==> src/hw/rtl/hlq_pkg.sv <==
package hlq_pkg;

    // field widths of the stream items
    localparam int HUB_VERTEX_W = 20;
    localparam int HUB_DIST_W   = 31;
    localparam int SUM_W        = 32;

    // slave tdata: hub_vertex, hub_distance, zero padding to whole bytes
    localparam int S_VTX_LSB   = 0;
    localparam int S_DIST_LSB  = HUB_VERTEX_W;
    localparam int S_TDATA_W   = ((HUB_VERTEX_W + HUB_DIST_W + 7) / 8) * 8;
    // slave tuser: list_select, entry_valid
    localparam int S_TUSER_W   = 2;
    localparam int S_SEL_BIT   = 0;
    localparam int S_VALID_BIT = 1;

    // master tdata: best_distance; master tuser: found_common, list_overflow
    localparam int M_TDATA_W   = SUM_W;
    localparam int M_TUSER_W   = 2;

    localparam int MAX_LABELS_DEF  = 1024;
    localparam int VERTEX_BITS_DEF = 20;

    localparam logic [SUM_W-1:0] NO_PATH = '1;

    typedef enum logic [1:0] {
        ST_LOAD,
        ST_MERGE,
        ST_RESULT
    } top_state_t;

    typedef enum logic [1:0] {
        M_IDLE,
        M_ISSUE,
        M_CMP
    } merge_state_t;

    typedef struct packed {
        logic busy;
        logic done;
        logic found;
    } merge_stat_t;

endpackage

==> src/hw/rtl/hlq_merge.sv <==
module hlq_merge #(
    parameter int CW = 11,
    parameter int AW = 10,
    parameter int VW = 20
) (
    input  logic                       clk,
    input  logic                       rst_n,
    input  logic                       start,
    input  logic [CW-1:0]              first_count,
    input  logic [CW-1:0]              second_count,
    input  logic [VW-1:0]              first_vtx,
    input  logic [hlq_pkg::HUB_DIST_W-1:0] first_dist,
    input  logic [VW-1:0]              second_vtx,
    input  logic [hlq_pkg::HUB_DIST_W-1:0] second_dist,
    output logic                       rd_en,
    output logic [AW-1:0]              first_addr,
    output logic [AW-1:0]              second_addr,
    output logic [hlq_pkg::SUM_W-1:0]  best,
    output hlq_pkg::merge_stat_t       stat
);

    hlq_pkg::merge_state_t state_reg, state_next;
    logic [CW-1:0]             i_reg, j_reg;
    logic [hlq_pkg::SUM_W-1:0] best_reg;
    logic                      found_reg;
    logic                      more;
    logic [hlq_pkg::SUM_W-1:0] sum;

    assign more = (i_reg < first_count) && (j_reg < second_count);
    assign sum  = {1'b0, first_dist} + {1'b0, second_dist};

    always_comb
    begin
        state_next = state_reg;
        case (state_reg)
            hlq_pkg::M_IDLE:  if (start) state_next = hlq_pkg::M_ISSUE;
            hlq_pkg::M_ISSUE: state_next = more ? hlq_pkg::M_CMP : hlq_pkg::M_IDLE;
            hlq_pkg::M_CMP:   state_next = hlq_pkg::M_ISSUE;
            default:          state_next = hlq_pkg::M_IDLE;
        endcase
    end

    always_comb
    begin
        rd_en      = 1'b0;
        stat.busy  = 1'b0;
        stat.done  = 1'b0;
        stat.found = found_reg;
        case (state_reg)
            hlq_pkg::M_IDLE:
            begin
            end
            hlq_pkg::M_ISSUE:
            begin
                stat.busy = 1'b1;
                rd_en     = more;
                stat.done = !more;
            end
            hlq_pkg::M_CMP:   stat.busy = 1'b1;
            default:
            begin
            end
        endcase
    end

    assign best        = best_reg;
    assign first_addr  = i_reg[AW-1:0];
    assign second_addr = j_reg[AW-1:0];

    always_ff @(posedge clk or negedge rst_n)
    begin
        if (!rst_n)
        begin
            state_reg <= hlq_pkg::M_IDLE;
            i_reg     <= '0;
            j_reg     <= '0;
            found_reg <= 1'b0;
        end
        else
        begin
            state_reg <= state_next;
            if (state_reg == hlq_pkg::M_IDLE && start)
            begin
                i_reg     <= '0;
                j_reg     <= '0;
                found_reg <= 1'b0;
            end
            else if (state_reg == hlq_pkg::M_CMP)
            begin
                // read data for the pair (i, j) arrives in this cycle
                if (first_vtx == second_vtx)
                begin
                    i_reg     <= i_reg + 1'b1;
                    j_reg     <= j_reg + 1'b1;
                    found_reg <= 1'b1;
                end
                else if (first_vtx < second_vtx)
                begin
                    i_reg <= i_reg + 1'b1;
                end
                else
                begin
                    j_reg <= j_reg + 1'b1;
                end
            end
        end
    end

    always_ff @(posedge clk)
    begin
        if (state_reg == hlq_pkg::M_IDLE && start)
        begin
            best_reg <= hlq_pkg::NO_PATH;
        end
        else if (state_reg == hlq_pkg::M_CMP && first_vtx == second_vtx && sum < best_reg)
        begin
            best_reg <= sum;
        end
    end

endmodule

==> config.mk <==
export PLATFORM = sky130hd
export DESIGN_NAME = hlq_merge
export DESIGN_NICKNAME = d
export VERILOG_FILES = /design/src/hw/rtl/hlq_pkg.sv /design/src/hw/rtl/hlq_merge.sv
export SDC_FILE = /design/constraint.sdc
export NUM_CORES = 1
export LEC_CHECK = 0
export ABC_CLOCK_PERIOD_IN_PS = 3600
export BUFFER_PORTS_ARGS = -buffer_cell sky130_fd_sc_hd__buf_2
export CORE_MARGIN = 2
export CORE_UTILIZATION = 53
export DETAILED_ROUTE_END_ITERATION = 8
export GPL_ROUTABILITY_DRIVEN = 0
export PLACE_DENSITY = 0.79
export SETUP_SLACK_MARGIN = 0.15
export SYNTH_ARGS = -nofsm -noshare
export SYNTH_HDL_FRONTEND = slang
export SYNTH_SLANG_ARGS = --single-unit
==> constraint.sdc <==
create_clock -name clk -period 3.6 [get_ports clk]
set_clock_uncertainty 0.2 [all_clocks]
set_input_delay 0.36 -clock clk [delete_from_list [all_inputs] [get_ports clk]]
set_output_delay 0.36 -clock clk [all_outputs]
set_load 0.05 [all_outputs]
==> key figures <==
Global routing
  • Pin count of the biggest net entering global routing: 26
  • Global-route usage over all layers: roughly a quarter
  • Grt total ovfl: 0
  • Vias in the first global route: roughly 6,000
  • Initial antenna violation count: 0
  • First-pass GRT wire length: 25,800 um

Detailed routing
  • DRC Markers: 0
  • DR iter-0 viols: 246
  • DR WL/cell: 14.1 um
  • Post-DR vias/cell: 5.37
  • Via count: between 6,000 and 7,000
  • Antenna Violating Nets Remaining: 0
  • WL final: 16,600 um
  • DR pass1 iterations: 5

Logic synthesis
  • Top-area cell type share of the netlist area: 22.7%
  • Netlist Area Pre-Place: 5950 um^2
  • Mapped Cells: 749
  • Largest cells by area after synthesis: ha_1, dfxtp_1, dfrtp_1, inv_1, a21oi_1
  • Area leader, netlist: ha_1
  • Mapped Nets: ~1,000
  • Mean Syn Cell Area: 7.95 um^2
  • Yosys reg bits: 57
  • Post-synth EDFFs: 0
  • Sequential element share of the synthesized area: 21.3%
  • Most common cell in the netlist: ha_1
  • Main flop type after synthesis: dfxtp_1
  • List of most frequent post-synthesis cells: ha_1, inv_1, nand2_1
  • Synth async-reset ratio: 43.9%
  • Ys Warns: 0
  • Yosys cell types: 62

Job
  • Max Cap Viol: 0

Timing
  • Tmin final: 4.04 ns
  • Slew Limit Fails: 0
  • Post-route setup slack: -0.442 ns
  • F_max: 247 MHz
  • Setup TNS: -12.49 ns
  • Slew HR: 60.6%
  • Least-Margin Pin Slew: 0.588 ns
  • RSZ-0062 raised after global routing: true
  • # setup viols final: 32
  • Crit share post-route: 112%
  • Hold Vio Cnt, Final: 0

Hold path
  • Hold path depth: 3
  • Min-delay src: start
  • Min-delay worst type: in -> reg
  • Hold EP: state_reg[0]

Critical path
  • Setup crit start kind: input port
  • CP arrival: 4.07 ns
  • R2r endpoint: best[23]
  • Reg2reg start: best[11]
  • Crit. End Element: flip-flop
  • Critical path peak fanout: 5
  • Crit Path Class: in -> reg
  • Critical Path RT: about 3.6 ns
  • Reg2Reg Setup Slack: 0.82 ns
  • Worst-case reg-to-reg path depth: 13

Floorplan
  • Rows: 38
  • Core Area: 10,900 um^2
  • Starting density of the core: 54.7%
  • # IOs: 183
  • Die area: 12,100 um^2
  • Die Wd: 110 um
  • Die Height: 110 um

Finish
  • Layout Nets: between 1,000 and 1,500
  • ANT cells: 0
  • Cell Count, Final, Fillers Out: 1,182
  • Area grow syn2layout: 42.2%
  • Fraction of layout cells with a size suffix above 1: 36.9%
  • Max reg flops: 32
  • Post-layout util: 77.8%
  • Fill count: 776

CTS
  • Worst skew pair latency: 0.33 ns
  • Sink Count: 57
  • Worst-path clk slew: 0.07 ns
  • CTS Buf Count: 9
  • Htree depth: 3
  • CTS tree: yes
  • Bufs on Longest Clock Path: 2
  • CTS root buf: clkbuf_8

Pwr
  • Power per cell area: 302 nW/um^2
  • Total Power: 2.56 mW
  • Worst VDD drop: 446 uV
  • Leak: between 4 and 5 nW

Placement
  • PortBufs: 182
  • Dpl cells: 1,140
  • Place WS: -0.743 ns
  • HPWL Detailed: 12,400 um

Run status
  • Failing checks: negative setup slack
  • Status: complete, but fails checks
[through the flow]
stage	hold WS (ns)	instance area [um^2]
2_1_floorplan	-0.136	6040
5_1_grt	0.172	8470
3_3_place_gp	0.181	7680
4_1_cts	0.101	8180
6_report	0.125	8470
3_5_place_dp	0.182	7680
[cells by family (layout without fill, tap and decap cells)]
family                   Yosys count  count (layout)  share of synthesized area [%]
multiplexers                       4               4                          0.672
AO/OA/AOI/OAI                    200             200                           22.4
buffers and inverters            122             415                           9.14
AND/OR/NAND/NOR                  220             220                           18.1
adder cells (fa/ha/maj)          109             109                           23.0
XOR/XNOR                          37              37                           5.44
flip-flops                        57              57                           21.3
[how the worst max path moves through the flow]
stage	startpoint	to	slack (ns)	cells after the start
after floorplan	second_dist[6]	best[16]	-0.33	16
after global placement	second_dist[6]	best[16]	-0.64	16
after detailed placement	second_dist[6]	best[30]	-0.74	16
after CTS	second_dist[0]	best[23]	-0.27	19
after global routing	first_dist[2]	best[31]	-0.59	19
final	second_dist[6]	best[23]	-0.44	18
[worst max-delay path, cell delays in order]
cell,delay (ns)
buf_6,0.10
ha_4,0.24
a21o_1,0.18
a311o_1,0.32
a221o_1,0.38
a21oi_2,0.19
o21ai_1,0.09
xor2_1,0.28
ha_1,0.33
a21oi_2,0.16
o21ai_1,0.09
a221o_1,0.34
o211ai_1,0.22
and4_4,0.29
buf_12,0.12
buf_8,0.12
nor2_2,0.04
a211o_1,0.22
[power breakdown]
group / total, mW / switching (mW) / internal, mW
registers: 0.696 / 0.0354 / 0.660
clock network: 0.674 / 0.270 / 0.404
logic: 1.19 / 0.666 / 0.521
total: 2.56 / 0.971 / 1.58
[layer usage]
metal  vias up  routed length (um)  global-route usage (%)
met5         -                   0                       0
met3        33                 886                    3.47
met4         0                 294                    5.42
met1      2905                7010                    32.5
met2       198                8430                    48.8
li1       3215                   -                       -
[final cells by class]
cell class                 instances  area (um^2)  area share [%]
clock buffer                      10          138            1.63
clock inverter                     6         81.3           0.960
inverter                          87          327            3.86
multi-input combinational        570         4420            52.2
sequential                        57         1270            15.0
tap                              140          175            2.07
timing repair buffer             312         2060            24.3
[timing repair]
item                                    CTS  global route
endpoints found under the setup margin   32            32
resized for setup                        32            40
hold buffers                              1             0
gates cloned                              1             2
hold endpoints to repair                 25             0
pin swaps                                32            26
setup buffers                            15             7
[cells in the final DEF (no fill, tap or decap), drive strengths merged, types with 8 or more instances in the layout]
cell type | netlist | layout
nand2b | 8 | 8
dfxtp | 32 | 32
dfrtp | 25 | 25
and3 | 11 | 11
xor2 | 13 | 13
buf | 27 | 309
a21oi | 58 | 58
nor3 | 10 | 10
a21o | 27 | 27
nand2 | 70 | 70
xnor2 | 24 | 24
ha | 108 | 108
o211ai | 24 | 24
inv | 87 | 87
nor2b | 8 | 8
clkbuf | 8 | 12
nand4 | 15 | 15
nor2 | 54 | 54
o21ai | 41 | 41
nand3 | 12 | 12
Power figures use the tool's default switching activity.
